## src/rtl/core/lkv_pkg.sv

```systemverilog
// lkv_pkg: shared types and constants of the LRU key-value cache.
// Depends on nothing; imported by every module of the block except lkv_ram.
`default_nettype none

package lkv_pkg;

   localparam int KEY_FIELD_W   = 16;
   localparam int VALUE_FIELD_W = 32;
   localparam int CAP_W         = 5;

   localparam logic [CAP_W-1:0] CAP_RESET = 5'd16;

   localparam logic ACT_LOOKUP = 1'b0;
   localparam logic ACT_STORE  = 1'b1;

   typedef struct packed {
      logic                     action;
      logic [KEY_FIELD_W-1:0]   lookup_key;
      logic [VALUE_FIELD_W-1:0] store_value;
   } req_type;

   typedef struct packed {
      logic                     hit;
      logic [VALUE_FIELD_W-1:0] read_value;
      logic                     evicted;
      logic [KEY_FIELD_W-1:0]   evicted_key;
   } rsp_type;

   typedef struct packed {
      logic load;
      logic compare;
      logic read;
      logic commit;
   } lkv_cmd_type;

   typedef struct packed {
      logic rsp_busy;
   } lkv_status_type;

endpackage

`default_nettype wire

```

## src/rtl/core/lru_key_value_cache_top.sv

```systemverilog
// Fully associative key-value cache with least-recently-used replacement.
// Usage:
//   req channel (req_valid/req_ready/req_payload): one lookup or store per
//     transaction. rsp channel (rsp_valid/rsp_ready/rsp_payload): exactly one
//     result per request, in order. csr channel (csr_valid/csr_ready/csr_data)
//     writes the capacity register; write it only while the block is idle.
//   Sequence: the controller steps through accept, key compare across all
//     entries, RAM read and commit; rsp_valid is registered at commit. Only
//     one transaction is in flight: req_ready stays low until its commit.
//   The result sits in an output register, so a stalled rsp side does not
//     block acceptance of the next request; the commit of that next request
//     waits until the previous result is taken.
//   Reset clears all valid marks, ranks, the entry count and the result
//     valid flag, and sets capacity to 16. req_ready rises in the cycle after
//     reset is released. No clearing pass is needed.
// Depends on lkv_pkg, lkv_ctrl, lkv_datapath, lkv_ram.
`default_nettype none

module lru_key_value_cache_top
   import lkv_pkg::*;
#(
   parameter int MAX_ENTRIES = 16,
   parameter int KEY_BITS    = 16,
   parameter int VALUE_BITS  = 32
) (
   input  wire logic             clock,
   input  wire logic             reset,
   input  wire logic             req_valid,
   output logic                  req_ready,
   input  wire req_type          req_payload,
   output logic                  rsp_valid,
   input  wire logic             rsp_ready,
   output rsp_type               rsp_payload,
   input  wire logic             csr_valid,
   output logic                  csr_ready,
   input  wire logic [CAP_W-1:0] csr_data
);

   lkv_cmd_type    cmd;
   lkv_status_type status;

   assign csr_ready = 1'b1;

   lkv_ctrl u_ctrl (
      .clock     (clock),
      .reset     (reset),
      .req_valid (req_valid),
      .req_ready (req_ready),
      .status    (status),
      .cmd       (cmd)
   );

   lkv_datapath #(
      .MAX_ENTRIES (MAX_ENTRIES),
      .KEY_BITS    (KEY_BITS),
      .VALUE_BITS  (VALUE_BITS)
   ) u_datapath (
      .clock       (clock),
      .reset       (reset),
      .cmd         (cmd),
      .status      (status),
      .req_payload (req_payload),
      .csr_valid   (csr_valid),
      .csr_data    (csr_data),
      .rsp_valid   (rsp_valid),
      .rsp_ready   (rsp_ready),
      .rsp_payload (rsp_payload)
   );

endmodule

`default_nettype wire

```

## src/rtl/core/lkv_ram.sv

```systemverilog
// lkv_ram: generic single-write, single-read RAM with registered read data.
// No dependencies.
`default_nettype none

module lkv_ram #(
   parameter int WIDTH = 32,
   parameter int DEPTH = 16
) (
   input  wire logic                     clock,
   input  wire logic                     wr_en,
   input  wire logic [$clog2(DEPTH)-1:0] wr_addr,
   input  wire logic [WIDTH-1:0]         wr_data,
   input  wire logic                     rd_en,
   input  wire logic [$clog2(DEPTH)-1:0] rd_addr,
   output logic      [WIDTH-1:0]         rd_data
);

   logic [WIDTH-1:0] mem_ff [DEPTH];

   always_ff @(posedge clock) begin
      if (wr_en) begin
         mem_ff[wr_addr] <= wr_data;
      end
      if (rd_en) begin
         rd_data <= mem_ff[rd_addr];
      end
   end

endmodule

`default_nettype wire

```

## src/rtl/core/lkv_ctrl.sv

```systemverilog
// lkv_ctrl: sequencing state machine of the LRU key-value cache.
// Depends on lkv_pkg; drives the command struct of lkv_datapath.
`default_nettype none

module lkv_ctrl
   import lkv_pkg::*;
(
   input  wire logic           clock,
   input  wire logic           reset,
   input  wire logic           req_valid,
   output logic                req_ready,
   input  wire lkv_status_type status,
   output lkv_cmd_type         cmd
);

   typedef enum logic [1:0] {
      ST_IDLE,
      ST_COMPARE,
      ST_READ,
      ST_COMMIT
   } state_type;

   state_type state_ff;
   logic      req_ready_ff;

   always_ff @(posedge clock) begin
      if (reset) begin
         state_ff     <= ST_IDLE;
         req_ready_ff <= 1'b0;
      end else begin
         case (state_ff)
            ST_IDLE: begin
               if (req_valid && req_ready_ff) begin
                  state_ff     <= ST_COMPARE;
                  req_ready_ff <= 1'b0;
               end else begin
                  req_ready_ff <= 1'b1;
               end
            end
            ST_COMPARE: begin
               state_ff <= ST_READ;
            end
            ST_READ: begin
               state_ff <= ST_COMMIT;
            end
            ST_COMMIT: begin
               if (!status.rsp_busy) begin
                  state_ff     <= ST_IDLE;
                  req_ready_ff <= 1'b1;
               end
            end
            default: begin
               state_ff     <= ST_IDLE;
               req_ready_ff <= 1'b0;
            end
         endcase
      end
   end

   assign req_ready   = req_ready_ff;
   assign cmd.load    = req_valid && req_ready_ff;
   assign cmd.compare = (state_ff == ST_COMPARE);
   assign cmd.read    = (state_ff == ST_READ);
   assign cmd.commit  = (state_ff == ST_COMMIT) && !status.rsp_busy;

endmodule

`default_nettype wire

```

## src/rtl/core/lkv_datapath.sv

```systemverilog
// lkv_datapath: key CAM, recency ranks, value and key RAMs, result register.
// Depends on lkv_pkg and lkv_ram; commanded by lkv_ctrl.
`default_nettype none

module lkv_datapath
   import lkv_pkg::*;
#(
   parameter int MAX_ENTRIES = 16,
   parameter int KEY_BITS    = 16,
   parameter int VALUE_BITS  = 32
) (
   input  wire logic           clock,
   input  wire logic           reset,
   input  wire lkv_cmd_type    cmd,
   output lkv_status_type      status,
   input  wire req_type        req_payload,
   input  wire logic           csr_valid,
   input  wire logic [CAP_W-1:0] csr_data,
   output logic                rsp_valid,
   input  wire logic           rsp_ready,
   output rsp_type             rsp_payload
);

   localparam int IDX_W = $clog2(MAX_ENTRIES);
   localparam int CNT_W = $clog2(MAX_ENTRIES + 1);
   localparam int KEY_W = (KEY_BITS < KEY_FIELD_W) ? KEY_BITS : KEY_FIELD_W;
   localparam int VAL_W = (VALUE_BITS < VALUE_FIELD_W) ? VALUE_BITS : VALUE_FIELD_W;

   // transaction latch
   logic             act_ff;
   logic [KEY_W-1:0] key_ff;
   logic [VAL_W-1:0] val_ff;

   // table state
   logic             valid_ff [MAX_ENTRIES];
   logic             valid_in [MAX_ENTRIES];
   logic [IDX_W-1:0] rank_ff  [MAX_ENTRIES];
   logic [IDX_W-1:0] rank_in  [MAX_ENTRIES];
   logic [KEY_W-1:0] entry_key_ff [MAX_ENTRIES];
   logic [CNT_W-1:0] count_ff;
   logic [CAP_W-1:0] capacity_ff;

   // compare stage results
   logic             hit_ff;
   logic [IDX_W-1:0] hit_idx_ff;
   logic [IDX_W-1:0] hit_rank_ff;
   logic [IDX_W-1:0] slot_idx_ff;
   logic             full_ff;

   logic             rsp_valid_ff;
   rsp_type          rsp_data_ff;

   logic [MAX_ENTRIES-1:0] match;
   logic [MAX_ENTRIES-1:0] victim;
   logic [IDX_W-1:0] hit_idx;
   logic [IDX_W-1:0] hit_rank;
   logic [IDX_W-1:0] victim_idx;
   logic [IDX_W-1:0] free_idx;
   logic [CNT_W-1:0] cnt_dec;
   logic [IDX_W-1:0] last_rank;
   logic [31:0]      cap_eff;
   logic             full;

   logic             do_insert;
   logic             evict;
   logic [VAL_W-1:0] val_rdata;
   logic [KEY_W-1:0] key_rdata;

   assign cnt_dec   = count_ff - CNT_W'(1);
   assign last_rank = cnt_dec[IDX_W-1:0];

   always_comb begin
      cap_eff = 32'(capacity_ff);
      if (cap_eff == 32'd0) begin
         cap_eff = 32'd1;
      end else if (cap_eff > 32'(MAX_ENTRIES)) begin
         cap_eff = 32'(MAX_ENTRIES);
      end
   end

   assign full = (32'(count_ff) >= cap_eff);

   always_comb begin
      hit_idx    = '0;
      hit_rank   = '0;
      victim_idx = '0;
      free_idx   = '0;
      for (int i = 0; i < MAX_ENTRIES; i++) begin
         match[i]  = valid_ff[i] && (entry_key_ff[i] == key_ff);
         victim[i] = valid_ff[i] && (rank_ff[i] == last_rank);
         if (match[i]) begin
            hit_idx  = hit_idx | IDX_W'(i);
            hit_rank = hit_rank | rank_ff[i];
         end
         if (victim[i]) begin
            victim_idx = victim_idx | IDX_W'(i);
         end
      end
      for (int i = MAX_ENTRIES - 1; i >= 0; i--) begin
         if (!valid_ff[i]) begin
            free_idx = IDX_W'(i);
         end
      end
   end

   assign do_insert = !hit_ff && (act_ff == ACT_STORE);
   assign evict     = do_insert && full_ff;

   always_comb begin
      for (int i = 0; i < MAX_ENTRIES; i++) begin
         valid_in[i] = valid_ff[i];
         rank_in[i]  = rank_ff[i];
         if (cmd.commit) begin
            if (hit_ff) begin
               if (hit_idx_ff == IDX_W'(i)) begin
                  rank_in[i] = '0;
               end else if (valid_ff[i] && (rank_ff[i] < hit_rank_ff)) begin
                  rank_in[i] = rank_ff[i] + IDX_W'(1);
               end
            end else if (do_insert) begin
               if (slot_idx_ff == IDX_W'(i)) begin
                  valid_in[i] = 1'b1;
                  rank_in[i]  = '0;
               end else if (valid_ff[i]) begin
                  rank_in[i] = rank_ff[i] + IDX_W'(1);
               end
            end
         end
      end
   end

   always_ff @(posedge clock) begin
      if (reset) begin
         for (int i = 0; i < MAX_ENTRIES; i++) begin
            valid_ff[i] <= 1'b0;
            rank_ff[i]  <= '0;
         end
         count_ff     <= '0;
         capacity_ff  <= CAP_RESET;
         rsp_valid_ff <= 1'b0;
      end else begin
         for (int i = 0; i < MAX_ENTRIES; i++) begin
            valid_ff[i] <= valid_in[i];
            rank_ff[i]  <= rank_in[i];
         end
         if (csr_valid) begin
            capacity_ff <= csr_data;
         end
         if (cmd.commit && do_insert && !full_ff) begin
            count_ff <= count_ff + CNT_W'(1);
         end
         if (cmd.commit) begin
            rsp_valid_ff <= 1'b1;
         end else if (rsp_ready) begin
            rsp_valid_ff <= 1'b0;
         end
      end
   end

   always_ff @(posedge clock) begin
      if (cmd.load) begin
         act_ff <= req_payload.action;
         key_ff <= req_payload.lookup_key[KEY_W-1:0];
         val_ff <= req_payload.store_value[VAL_W-1:0];
      end
      if (cmd.compare) begin
         hit_ff      <= |match;
         hit_idx_ff  <= hit_idx;
         hit_rank_ff <= hit_rank;
         slot_idx_ff <= full ? victim_idx : free_idx;
         full_ff     <= full;
      end
      for (int i = 0; i < MAX_ENTRIES; i++) begin
         if (cmd.commit && do_insert && (slot_idx_ff == IDX_W'(i))) begin
            entry_key_ff[i] <= key_ff;
         end
      end
      if (cmd.commit) begin
         rsp_data_ff.hit         <= hit_ff;
         rsp_data_ff.read_value  <= (hit_ff && (act_ff == ACT_LOOKUP))
                                    ? VALUE_FIELD_W'(val_rdata) : '0;
         rsp_data_ff.evicted     <= evict;
         rsp_data_ff.evicted_key <= evict ? KEY_FIELD_W'(key_rdata) : '0;
      end
   end

   lkv_ram #(
      .WIDTH (VAL_W),
      .DEPTH (MAX_ENTRIES)
   ) u_value_ram (
      .clock   (clock),
      .wr_en   (cmd.commit && (act_ff == ACT_STORE)),
      .wr_addr (hit_ff ? hit_idx_ff : slot_idx_ff),
      .wr_data (val_ff),
      .rd_en   (cmd.read),
      .rd_addr (hit_idx_ff),
      .rd_data (val_rdata)
   );

   lkv_ram #(
      .WIDTH (KEY_W),
      .DEPTH (MAX_ENTRIES)
   ) u_key_ram (
      .clock   (clock),
      .wr_en   (cmd.commit && do_insert),
      .wr_addr (slot_idx_ff),
      .wr_data (key_ff),
      .rd_en   (cmd.read),
      .rd_addr (slot_idx_ff),
      .rd_data (key_rdata)
   );

   assign status.rsp_busy = rsp_valid_ff && !rsp_ready;
   assign rsp_valid       = rsp_valid_ff;
   assign rsp_payload     = rsp_data_ff;

endmodule

`default_nettype wire

```

## config.mk

```make
export PLATFORM = sky130hd
export DESIGN_NAME = lru_key_value_cache_top
export DESIGN_NICKNAME = d
export VERILOG_FILES = /design/src/rtl/core/lkv_pkg.sv /design/src/rtl/core/lru_key_value_cache_top.sv /design/src/rtl/core/lkv_ram.sv /design/src/rtl/core/lkv_ctrl.sv /design/src/rtl/core/lkv_datapath.sv
export SDC_FILE = /design/constraint.sdc
export NUM_CORES = 1
export LEC_CHECK = 0
export BUFFER_PORTS_ARGS = -buffer_cell sky130_fd_sc_hd__buf_2
export CORE_MARGIN = 3
export CORE_UTILIZATION = 51
export DETAILED_ROUTE_END_ITERATION = 16
export MAX_ROUTING_LAYER = met4
export PLACE_DENSITY_LB_ADDON = 0.2
export SYNTH_ARGS = -nofsm -noshare
export SYNTH_HDL_FRONTEND = slang
export SYNTH_SLANG_ARGS = --single-unit
```

## constraint.sdc

```tcl
create_clock -name clock -period 4.7 [get_ports clock]
set_clock_uncertainty 0.15 [all_clocks]
set_input_delay 0.235 -clock clock [delete_from_list [all_inputs] [get_ports clock]]
set_output_delay 0.235 -clock clock [all_outputs]
set_load 0.01 [all_outputs]
```

Word-level counts from Yosys, hierarchy flattened
Memories as Yosys holds them, arrays and structs flattened. A register that Yosys moved wholly into a read port is not among the register bits.
Cells that the tools add are included.

storage, ports and cells
  register bits = 127
  memory bits (writable) = 1104
  input bits = 59
  memories = 5

operators by class
  add/subtract/negate cells = 18
  $lt $le $gt $ge = 18
  equal/unequal tests = 66
  mux-type cells = 364
  bitwise operators = 48
  reduce and logical (&&, ||, !) cells = 103

memories
  memory                         depth  width  rd ports  clocked after memory_dff  wr ports  line                source
  u_datapath.u_value_ram.mem_ff  16     32     1         1                         1         lkv_ram.sv:18       logic [WIDTH-1:0] mem_ff [DEPTH];
  u_datapath.entry_key_ff        16     16     16        0                         1         lkv_datapath.sv:39  logic [KEY_W-1:0] entry_key_ff [MAX_ENTRIES];
  u_datapath.u_key_ram.mem_ff    16     16     1         1                         1         lkv_ram.sv:18
  u_datapath.rank_ff             16     4      16        0                         16        lkv_datapath.sv:37  logic [IDX_W-1:0] rank_ff [MAX_ENTRIES];
  u_datapath.valid_ff            16     1      16        0                         16        lkv_datapath.sv:35  logic valid_ff [MAX_ENTRIES];

operators with widths
  kind                                                              number
  4-bit two-way mux                                                 191
  16-bit == test                                                    16
  16-bit OR reduction                                               16
  16-bit two-way mux                                                15
  1-bit two-way mux                                                 140
  1-bit logical AND                                                 72
  4-bit by 1-bit adder with 4-bit output (second input constant)    16
  4-bit == test (second input constant)                             16
  4-bit < comparator                                                16
  4-bit == test                                                     15
  4-bit OR                                                          15
  4-bit by 3-bit == test with 1-bit output (second input constant)  8
  1-bit OR                                                          32
  3-bit two-way mux                                                 8
  4-bit by 2-bit == test with 1-bit output (second input constant)  4
  2-bit two-way mux                                                 6
  5-bit two-way mux                                                 2
  4-bit by 1-bit == test with 1-bit output (second input constant)  2
  4-bit logical NOT                                                 2
  2-bit one-hot mux with 4 select lines                             1
  8-bit OR reduction                                                1
  5-bit by 1-bit adder with 5-bit output (second input constant)    1
  5-bit >= comparator                                               1
  5-bit > comparator (second input constant)                        1
  13 further kinds                                                  20

Logic depth before layout (Yosys ltp)
Gate-level depths: netlist (run 1).
An unclocked memory read counts as a cell.

  depth after elaboration = 34
  depth in mapped cells = 11
  gate-level depth less buffers = 10

By module
Synthesis (run 1) repeated with hierarchy kept, for this count alone.

unflattened totals
  cell total of the unflattened synthesis = 3105
  area, all modules = 52958.3 sq um

modules (own cells, without submodules)
  module                            instances  cells an instance  area an instance (sq um)
  lkv_datapath                      1          1808               22363.9
  lkv_ram (u_datapath.u_value_ram)  1          838                20155.6
  lkv_ram (u_datapath.u_key_ram)    1          432                10202.3
  lkv_ctrl                          1          25                 225.2
  lru_key_value_cache_top           1          2                  11.3

Worst setup path before layout (run 1)
Ideal clock, no wire load.

  path type = reg2reg
  start point = reg u_datapath.hit_ff
  end point = mem u_datapath.u_value_ram.mem_ff[14][0], enable pin
  library setup time = 421 ps
  data arrival time = 3042 ps
  setup slack = 1087 ps
  cell stages (with the launch flop) = 9
  clock period less this slack = 3613 ps
  path through = edfxtp_1 > clkbuf_1 > clkbuf_1 > clkbuf_1 > buf_2 > nand2_1 > o21ai_0 > nand2_1 > nor2_1

between the ends
  cells in the longest elaborated chain, start to end = 1

RTL lines
  element                 line                 source
  start, declared         lkv_datapath.sv:44   logic hit_ff;
  start signal, assigned  lkv_datapath.sv:167  hit_ff <= |match;
  4-bit two-way mux       lkv_datapath.sv:193  .wr_addr (hit_ff ? hit_idx_ff : slot_idx_ff),
  end, declared           lkv_ram.sv:18

No other way between the ends.

Final worst setup path (run 1)
  start point = reg u_datapath.slot_idx_ff[0]
  end point = mem u_datapath.u_value_ram.mem_ff[13][24], enable pin

between the ends
  cells in the longest elaborated chain, start to end = 1

RTL lines
  element                 line                 source
  start, declared         lkv_datapath.sv:47   logic [IDX_W-1:0] slot_idx_ff;
  start signal, assigned  lkv_datapath.sv:170  slot_idx_ff <= full ? victim_idx : free_idx;
  4-bit two-way mux       lkv_datapath.sv:193

No other way between the ends.

==> flow_summary.yaml, run 1 <==
outcome:
  status: "completed"
grt:
  grt_pass1_vias: 25200
  grt_max_degree: 123
  antenna_found_initial: 6
  grt_pass1_wl_mm: 168
  overflow: 0
  track_usage_pct: 26.2
placement:
  numPortBuffers: 110
  preCtsSetupSlack_ns: 1.32
  place_congestion: 1.07
  dpl.cell_count: 3838
  placed_cell_area_sq_um: 46600
  dp_hpwl_mm: 72.8
setup_path:
  critical_path.top_delay_family: "buffers and inverters"
  worst-path-buf-inv: 2
  critPathRequiredTime_ns: 4.85
  arrival_ns: 3.55
  crit_path_start: "u_datapath.slot_idx_ff[0]"
  critPathSlowestCell: "buf_4"
  crit_path_cell_trace: "buf_4, nand2b_1, o21ai_0, nand2_1, nor2_4, buf_4"
  critical_path_class: "flop to flop"
  critPathMaxStageDelay_ns: 0.61
  endpoint_kind: "flop"
  cp_common_cell: "buf_4"
  critPathMaxFanout: 38
  start_kind: "flop"
  rr_startpoint: "u_datapath.slot_idx_ff[0]"
floorplan:
  die-area_sq_um: 90400
  start_util_pct: 51.7
  rows: 107
  die_h_um: 301
  die_w_um: 301
  boundaryPins: 112
  floorplan.core_area_sq_um: 85700
route:
  drc: 0
  vias_per_cell: 6.00
  wire_per_inst_um: 27.6
  drt_iter0_drc: 2272
  drt_pre_antenna_iters: 6
  totalWireLength_mm: 113
  drtAntennaViolNets: 0
  vias: 24600
synth:
  ys_async_sr_fraction_pct: 0
  synth_common_cells: "edfxtp_1, xor2_1, mux4_2, nor2_1, dfxtp_1"
  synth-edff-count: 929
  synth_top_cell_by_area: "edfxtp_1"
  synth_area_per_cell_sq_um: 16.9
  synthTopCellsByArea: "edfxtp_1, mux4_2, xor2_1"
  synth_most_common_cell: "edfxtp_1"
  seq_area_frac_synth_pct: 67.2
  synth_seq_cells: 1023
  synth_fp_nets: 2757
  netlist_area_sq_um: 44300
  synth_cells: 2623
  yosysTopAreaCellShare_pct: 63.0
  yosysWarnings: 0
  ys_types: 55
  ys.flop_type: "edfxtp_1"
cts:
  cts_resized: 0
  path_clk_slew_ns: 0.06
  cts_max_level: 3
  cts_buffers: 103
  clk_latency_ns: 0.69
  cts_root_buf: "clkbuf_16"
  cts_buffer_depth: 3
  cts_tree: "built"
  cts_sinks: 1023
layout:
  drive_gt1_share_pct: 20.8
  finalInstanceArea_sq_um: 50700
  multiInputGateArea_sq_um: 13900
  synthToLayoutAreaGrowth_pct: 14.5
  seq_area_sq_um: 29800
  nets: 3002
  fill_cells: 6450
  final_cells: 4103
sta:
  rsz0062_at_grt: "no"
  tightestPinTransition_ns: 1.29
  hold_violations: 0
  fin_crit_ns: 3.40
  setup_viol: 0
  max_freq_ghz: 0.295
  tns_ns: 0
  slew_headroom_pct: 13.4
  fin_crit_sh_pct: 72.2
  whs_ns: 0.0953
  slew_violations: 0
  finalWorstSetupSlack_ns: 1.30
pwr:
  p_sw_mw: 5.47
  p_clk_share_pct: 38.0
  power_density_nw_per_um2: 432
  switching_share_pct: 24.9
  ir_drop_uv: 366
  p_leak_nw: 17.1
  p_int_mw: 16.5
  power_frac_comb_pct: 13.1
  power_frac_seq_pct: 48.9
worst_hold_path:
  hp-start: "req_payload[13]"
  hold_class: "primary input to flop"
job:
  cap_violations: 0
-- power groups by stage --
stage | sequential (mW) | combinational (mW) | clock, mW
after floorplan | 10.8 | 1.98 | 0
after global placement | 10.9 | 2.83 | 0
after detailed placement | 10.9 | 2.86 | 0
after CTS | 10.7 | 2.92 | 8.47
after global routing | 10.8 | 3.09 | 8.86
final | 10.7 | 2.88 | 8.32
-- worst paths after layout --
| check | end | slack [ns] | cells after the start |
|---|---|---|---|
| worst max-delay path | u_datapath.u_value_ram.mem_ff[13][24] | 1.30 | 6 |
| worst min-delay path | u_datapath.val_ff[13] | 0.1 | 2 |
| worst max register to register | u_datapath.u_value_ram.mem_ff[13][24] | 1.30 | 6 |
| worst min register to register | u_datapath.rsp_payload[15] | 0.37 | 1 |
-- through the flow --
stage / total power, mW / utilization [%]
floorplan: 12.7 / -
global placement: 13.7 / 54.3
detailed placement: 13.8 / 54.3
CTS: 22.1 / 59.2
global route: 22.7 / 59.2
finish: 21.9 / 59.2
-- area by class of cell --
class	instances	area share, %
diodes	3	0.0148
clock buffers	130	5.44
clock inverters	63	1.41
inverters	71	0.525
multi-input cells	1410	27.4
flip-flops and latches	1023	58.7
well taps	1144	2.82
repair buffers	259	3.70
-- flip-flops by register name (all words and copies together) (netlist names), 16 cells and up --
register and flops:
u_datapath.rank_ff 64, u_datapath.key_ff 16, u_datapath.u_value_ram.rd_data 32, u_datapath.u_value_ram.mem_ff 512
u_datapath.val_ff 32, u_datapath.rsp_payload 50, u_datapath.valid_ff 16, u_datapath.u_key_ram.mem_ff 173
u_datapath.u_key_ram.rd_data 16, u_datapath.entry_key_ff 83
-- kinds of logic (layout without fill, tap and decap cells) --
group / after synthesis / count (layout) / synth area share (%)
AO/OA/AOI/OAI: 213 / 213 / 3.25
XOR/XNOR: 352 / 352 / 7.08
adder cells (fa/ha/maj): 75 / 75 / 2.12
buffers and inverters: 190 / 523 / 1.77
flip-flops: 1023 / 1023 / 67.2
multiplexers: 265 / 265 / 12.8
other: 1 / 4 / 0.00846
AND/OR/NAND/NOR: 504 / 504 / 5.79
-- layout by cell type (no fill, tap or decap), types with 77 or more instances in the layout --
| master | synthesis | final |
|---|---|---|
| clkbuf_16 | 0 | 104 |
| xnor2_1 | 83 | 83 |
| edfxtp_1 | 929 | 929 |
| xor2_1 | 265 | 265 |
| nor3_1 | 86 | 82 |
| buf_4 | 3 | 77 |
| mux4_2 | 240 | 240 |
| buf_2 | 48 | 110 |
| nor2_1 | 119 | 103 |
| dfxtp_1 | 94 | 94 |
-- metal layers --
layer	share of wire (%)	track usage (%)
met5	0	-
met4	3.4	8.61
met3	6.7	4.60
met2	49	41.5
met1	41	34.8
-- what timing repair did --
| action | 4_1_cts | 5_1_grt |
|---|---|---|
| hold buffers | 69 | 0 |
| endpoints found under the hold margin | 63 | 0 |
| setup buffers | 0 | 0 |
No activity file was read; power rests on OpenSTA's default activity.
==> run 2, diff against run 1 <==
- clock period: 4.7 -> 2.8 ns (I/O delays scaled with it)
==> run 2 against run 1 <==
  * Sequential share of layout area shrank 2.2 points
  * Die area stayed put
  * Highest routed layer unchanged
  * Final area up 3.9%
  * Total power grew 69%
  * Clock power increased by 65%
  * Clock-buffer cell count fell by 1
  * Hold slack got worse by 0.059 ns
  * Sequential power rose by 66%
  * Combinational power up 94%
  * Critical path depth is 4 higher
  * Largest cell class unchanged
  * Non-clock buffer count increased by 177
  * Maximum frequency increased by 22%
==> flow_summary.yaml, run 2 (same netlist as run 1, synthesis figures left out) <==
route:
  drt_pre_antenna_iters: 6
  vias_per_cell: 5.94
  drc: 0
  vias: 25400
  drt_iter0_drc: 2470
  wire_per_inst_um: 27.9
  totalWireLength_mm: 119
  drtAntennaViolNets: 0
cts:
  cts_sinks: 1023
  path_clk_slew_ns: 0.06
  cts_tree: "built"
  cts_max_level: 3
  cts_buffer_depth: 3
  cts_buffers: 104
  cts_root_buf: "clkbuf_16"
  clk_latency_ns: 0.68
floorplan:
  die_w_um: 301
  die-area_sq_um: 90400
  floorplan.core_area_sq_um: 85700
  die_h_um: 301
  boundaryPins: 112
  rows: 107
  start_util_pct: 51.7
setup_path:
  arrival_ns: 3.02
  worst-path-buf-inv: 4
  crit_path_start: "u_datapath.key_ff[7]"
  endpoint_kind: "flop"
  critical_path_class: "flop to flop"
  r2r_slack_ns: 0.03
  critPathMaxStageDelay_ns: 0.54
  critical_path.top_delay_family: "buffers and inverters"
  critPathRequiredTime_ns: 3.05
  cp_num_cells: 10
  r2r-end: "u_datapath.hit_rank_ff[0]"
  reg2reg_depth: 10
  start_kind: "flop"
  critPathMaxFanout: 16
  rr_startpoint: "u_datapath.key_ff[7]"
  crit_path_cell_trace: "buf_4, xor2_1, nor4_1, buf_4, nand4_1, nor2_1, buf_4, a2111oi_1, buf_4, nand4_1"
  cp_common_cell: "buf_4"
  endpoint: "u_datapath.hit_rank_ff[0]"
  critPathSlowestCell: "a2111oi_1"
placement:
  dp_hpwl_mm: 78.1
  place_congestion: 1.02
  placed_cell_area_sq_um: 48400
  dpl.cell_count: 3995
  preCtsSetupSlack_ns: -0.0948
  numPortBuffers: 110
layout:
  diodes: 0
  finalInstanceArea_sq_um: 52700
  finish.utilization_pct: 61.5
  final_cell_mix: "edfxtp_1, xor2_1, mux4_2"
  reg_top3: "u_datapath.u_value_ram.mem_ff (512), u_datapath.u_key_ram.mem_ff (173), u_datapath.entry_key_ff (83)"
  synthToLayoutAreaGrowth_pct: 19.0
  drive_gt1_share_pct: 24.8
  layout_commonest_cell: "edfxtp_1"
  final_cells: 4276
  largest-register: "u_datapath.u_value_ram.mem_ff"
  largest_reg_flops: 512
  nets: 3180
sta:
  tightestPinTransition_ns: 1.20
  slew_violations: 0
  finalWorstSetupSlack_ns: 0.0261
  fin_crit_sh_pct: 99.1
  fin_crit_ns: 2.77
  setup_viol: 0
  whs_ns: 0.0360
  rsz0062_at_grt: "yes"
  max_freq_ghz: 0.361
  hold_violations: 0
  slew_headroom_pct: 20.2
grt:
  grt.met2_usage_pct: 43.9
  global_route.usage.met1_pct: 36.8
  grt_max_degree: 49
  overflow: 0
  track_usage_pct: 27.5
  grt.busiest_layer: "met2"
  grt_pass1_vias: 26000
  grt_pass1_wl_mm: 175
  use_met3_pct: 4.40
  antenna_found_initial: 4
pwr:
  ir_drop_uv: 655
  p_leak_nw: 18.1
  power_density_nw_per_um2: 703
job:
  cap_violations: 0
worst_hold_path:
  hold_class: "primary input to flop"
outcome:
  status: "completed"
run 2: cell count changes in the layout (fill, tap and decap cells not counted), moves of 5 or more:
| cell | previous run | this run |
|---|---|---|
| clkinv_1 | 19 | 24 |
| dlygate4sd3_1 | 69 | 88 |
| buf_4 | 77 | 184 |
| clkbuf_8 | 6 | 1 |
| buf_12 | 3 | 54 |
run 2: worst min path at each step:
stage / cells after the start / start / slack [ns] / end
final: 2 / req_payload[18] / 0.04 / u_datapath.val_ff[18]
after CTS: 2 / req_payload[9] / 0.0009 / u_datapath.val_ff[9]
after floorplan: 0 / req_payload[48] / 0.09 / u_datapath.act_ff
after detailed placement: 1 / req_payload[16] / 0.17 / u_datapath.val_ff[16]
after global placement: 1 / req_payload[15] / 0.17 / u_datapath.val_ff[15]
after global routing: 2 / req_payload[9] / 0.01 / u_datapath.val_ff[9]
run 2: per-stage QoR:
step | TNS (ns) | power [mW]
2_1_floorplan | -95.61 | 21.4
3_3_place_gp | -0.161 | 23.6
3_5_place_dp | -0.0994 | 23.6
4_1_cts | 0 | 37.4
5_1_grt | -0.118 | 38.4
6_report | 0 | 37.1
run 2: layer usage:
layer  vias to the layer above  routed length [um]
met5                         -                   0
met4                         0                3650
met3                       199                7870
met2                       972               58700
met1                     13200               48900
li1                      11100                   -
run 2: final cells by class:
class | instances | area (sq um)
fill | 6244 | 33000
sequential | 1023 | 29800
multi-input combinational | 1410 | 14000
timing repair buffer | 436 | 3890
clock buffer | 129 | 2770
tap | 1144 | 1430
clock inverter | 63 | 619
inverter | 71 | 267
run 2: power breakdown:
part | internal [mW] | total [mW] | switching, mW | leakage (nW)
Clock | 7.87 | 13.7 | 5.79 | 1.66
Sequential | 17.4 | 17.8 | 0.377 | 9.14
Combinational | 2.53 | 5.60 | 3.07 | 7.28
Total | 27.8 | 37.1 | 9.23 | 18.1
run 2: what timing repair did:
| item | CTS | global route |
|---|---|---|
| pin swaps | 0 | 1 |
| buffers inserted | 0 | 1 |
| setup endpoints to repair | 2 | 9 |
| hold buffers | 88 | 0 |
| endpoints found under the hold margin | 73 | 0 |
| resized for setup | 4 | 12 |
==> run 3, diff against run 2 <==
- BUFFER_PORTS_ARGS: -buffer_cell sky130_fd_sc_hd__buf_2 -> -buffer_cell sky130_fd_sc_hd__buf_4
- SKIP_CTS_REPAIR_TIMING: not set -> 1
==> run 3 against run 2 <==
  * Total power down 1.1%
  * Highest routed layer unchanged
  * Utilization down 0.21 points
  * First-iteration DRC count down 6.5%
  * Clock power down 3%
==> flow_summary.yaml, run 3 (same netlist as run 1, synthesis figures left out) <==
outcome:
  status: "completed"
pwr:
  ir_drop_uv: 540
  power_density_nw_per_um2: 698
  p_leak_nw: 17.9
grt:
  global_route.usage.met1_pct: 36.1
  track_usage_pct: 26.9
  grt.busiest_layer: "met2"
  grt_max_degree: 93
  overflow: 0
  antenna_found_initial: 5
  use_met3_pct: 3.47
  grt_pass1_vias: 25700
  grt.met2_usage_pct: 43.6
  grt_pass1_wl_mm: 173
sta:
  rsz0062_at_grt: "no"
  fin_crit_sh_pct: 97.6
  slew_headroom_pct: 25.1
  slew_violations: 0
  tns_ns: 0
  max_freq_ghz: 0.366
  fin_crit_ns: 2.73
  setup_viol: 0
  hold_violations: 0
  tightestPinTransition_ns: 1.12
cts:
  cts_max_level: 3
  cts_buffers: 103
  clk_latency_ns: 0.69
  cts_root_buf: "clkbuf_16"
  cts_sinks: 1023
  path_clk_slew_ns: 0.06
  cts_tree: "built"
  cts_buffer_depth: 3
placement:
  dpl.cell_count: 3973
  numPortBuffers: 110
  place_congestion: 1.00
  dp_hpwl_mm: 77.5
setup_path:
  r2r_slack_ns: 0.07
  critPathRequiredTime_ns: 3.19
  critical_path_class: "flop to flop"
  critPathMaxFanout: 16
  reg2reg_depth: 10
  start_kind: "flop"
  r2r-end: "u_datapath.hit_rank_ff[3]"
  arrival_ns: 3.12
  endpoint_kind: "flop"
  rr_startpoint: "u_datapath.key_ff[12]"
floorplan:
  boundaryPins: 112
  floorplan.core_area_sq_um: 85700
  die-area_sq_um: 90400
  start_util_pct: 51.7
  die_h_um: 301
  die_w_um: 301
  rows: 107
layout:
  drive_gt1_share_pct: 24.4
  seq_area_sq_um: 29800
  multiInputGateArea_sq_um: 14000
  final_cells: 4234
  finish.utilization_pct: 61.3
  largest_reg_flops: 512
  fill_cells: 6305
  synthToLayoutAreaGrowth_pct: 18.6
  layout_commonest_cell: "edfxtp_1"
  nets: 3145
  final_cell_mix: "edfxtp_1, buf_4, xor2_1"
  largest-register: "u_datapath.u_value_ram.mem_ff"
  reg_top3: "u_datapath.u_value_ram.mem_ff (512), u_datapath.u_key_ram.mem_ff (173), u_datapath.entry_key_ff (83)"
route:
  vias_per_cell: 5.97
  drt_iter0_drc: 2309
  drc: 0
  drtAntennaViolNets: 0
  vias: 25300
  totalWireLength_mm: 118
  wire_per_inst_um: 28.0
  drt_pre_antenna_iters: 5
job:
  cap_violations: 0
worst_hold_path:
  hold_depth: 2
  hold_class: "primary input to flop"
  min_to: "u_datapath.val_ff[4]"
  hp-start: "req_payload[4]"
run 3: where the power goes:
group / switching [mW] / total [mW] / internal (mW)
clock: 5.81 / 13.3 / 7.46
combinational: 3.05 / 5.57 / 2.52
sequential: 0.378 / 17.8 / 17.4
run 3: cell type report:
cell class                      instances  area share (%)
Antenna cell                            2         0.00952
Clock buffer                          132            5.11
Clock inverter                         50            1.05
Inverter                               71           0.507
Multi-Input combinational cell       1410            26.6
Sequential cell                      1023            56.7
Tap cell                             1144            2.72
Timing Repair Buffer                  402            7.30
run 3: how the worst max path moves through the flow:
| stage | slack, ns | endpoint | from | cells after the start |
|---|---|---|---|---|
| after floorplan | -0.31 | u_datapath.u_value_ram.mem_ff[11][0] | u_datapath.slot_idx_ff[0] | 6 |
| after global placement | -0.34 | u_datapath.slot_idx_ff[2] | u_datapath.count_ff[1] | 8 |
| after detailed placement | -0.41 | u_datapath.slot_idx_ff[2] | u_datapath.count_ff[1] | 8 |
| after CTS | -0.40 | u_datapath.slot_idx_ff[2] | u_datapath.count_ff[1] | 8 |
| after global routing | 0.005 | u_datapath.hit_rank_ff[3] | u_datapath.key_ff[1] | 9 |
| final | 0.07 | u_datapath.hit_rank_ff[3] | u_datapath.key_ff[12] | 10 |
run 3: through the flow:
stage | cell area, sq um | setup slack, ns | total power [mW] | hold slack (ns)
final | 52600 | 0.0680 | 36.7 | 0.0126
after detailed placement | 48400 | -0.412 | 23.6 | 0.169
after CTS | 51700 | -0.403 | 36.8 | -0.573
after floorplan | 44400 | -0.309 | 21.4 | 0.0889
after global placement | 48400 | -0.335 | 23.5 | 0.168
after global routing | 52500 | 0.00463 | 37.9 | -0.000868
run 3: routing by layer:
layer / wire length (um) / up-vias
met4: 3850 / 0
met5: 0 / -
met3: 6900 / 214
met1: 48400 / 13200
li1: - / 11000
met2: 59300 / 924
run 3: worst max-delay path, stage by stage (launching register included):
cell	delay, ns
edfxtp_1	0.36
buf_4	0.22
buf_4	0.20
xor2_1	0.18
nor4_1	0.36
nand4_1	0.30
buf_12	0.23
nor3_1	0.26
buf_4	0.16
a2111oi_0	0.05
nand4_1	0.11
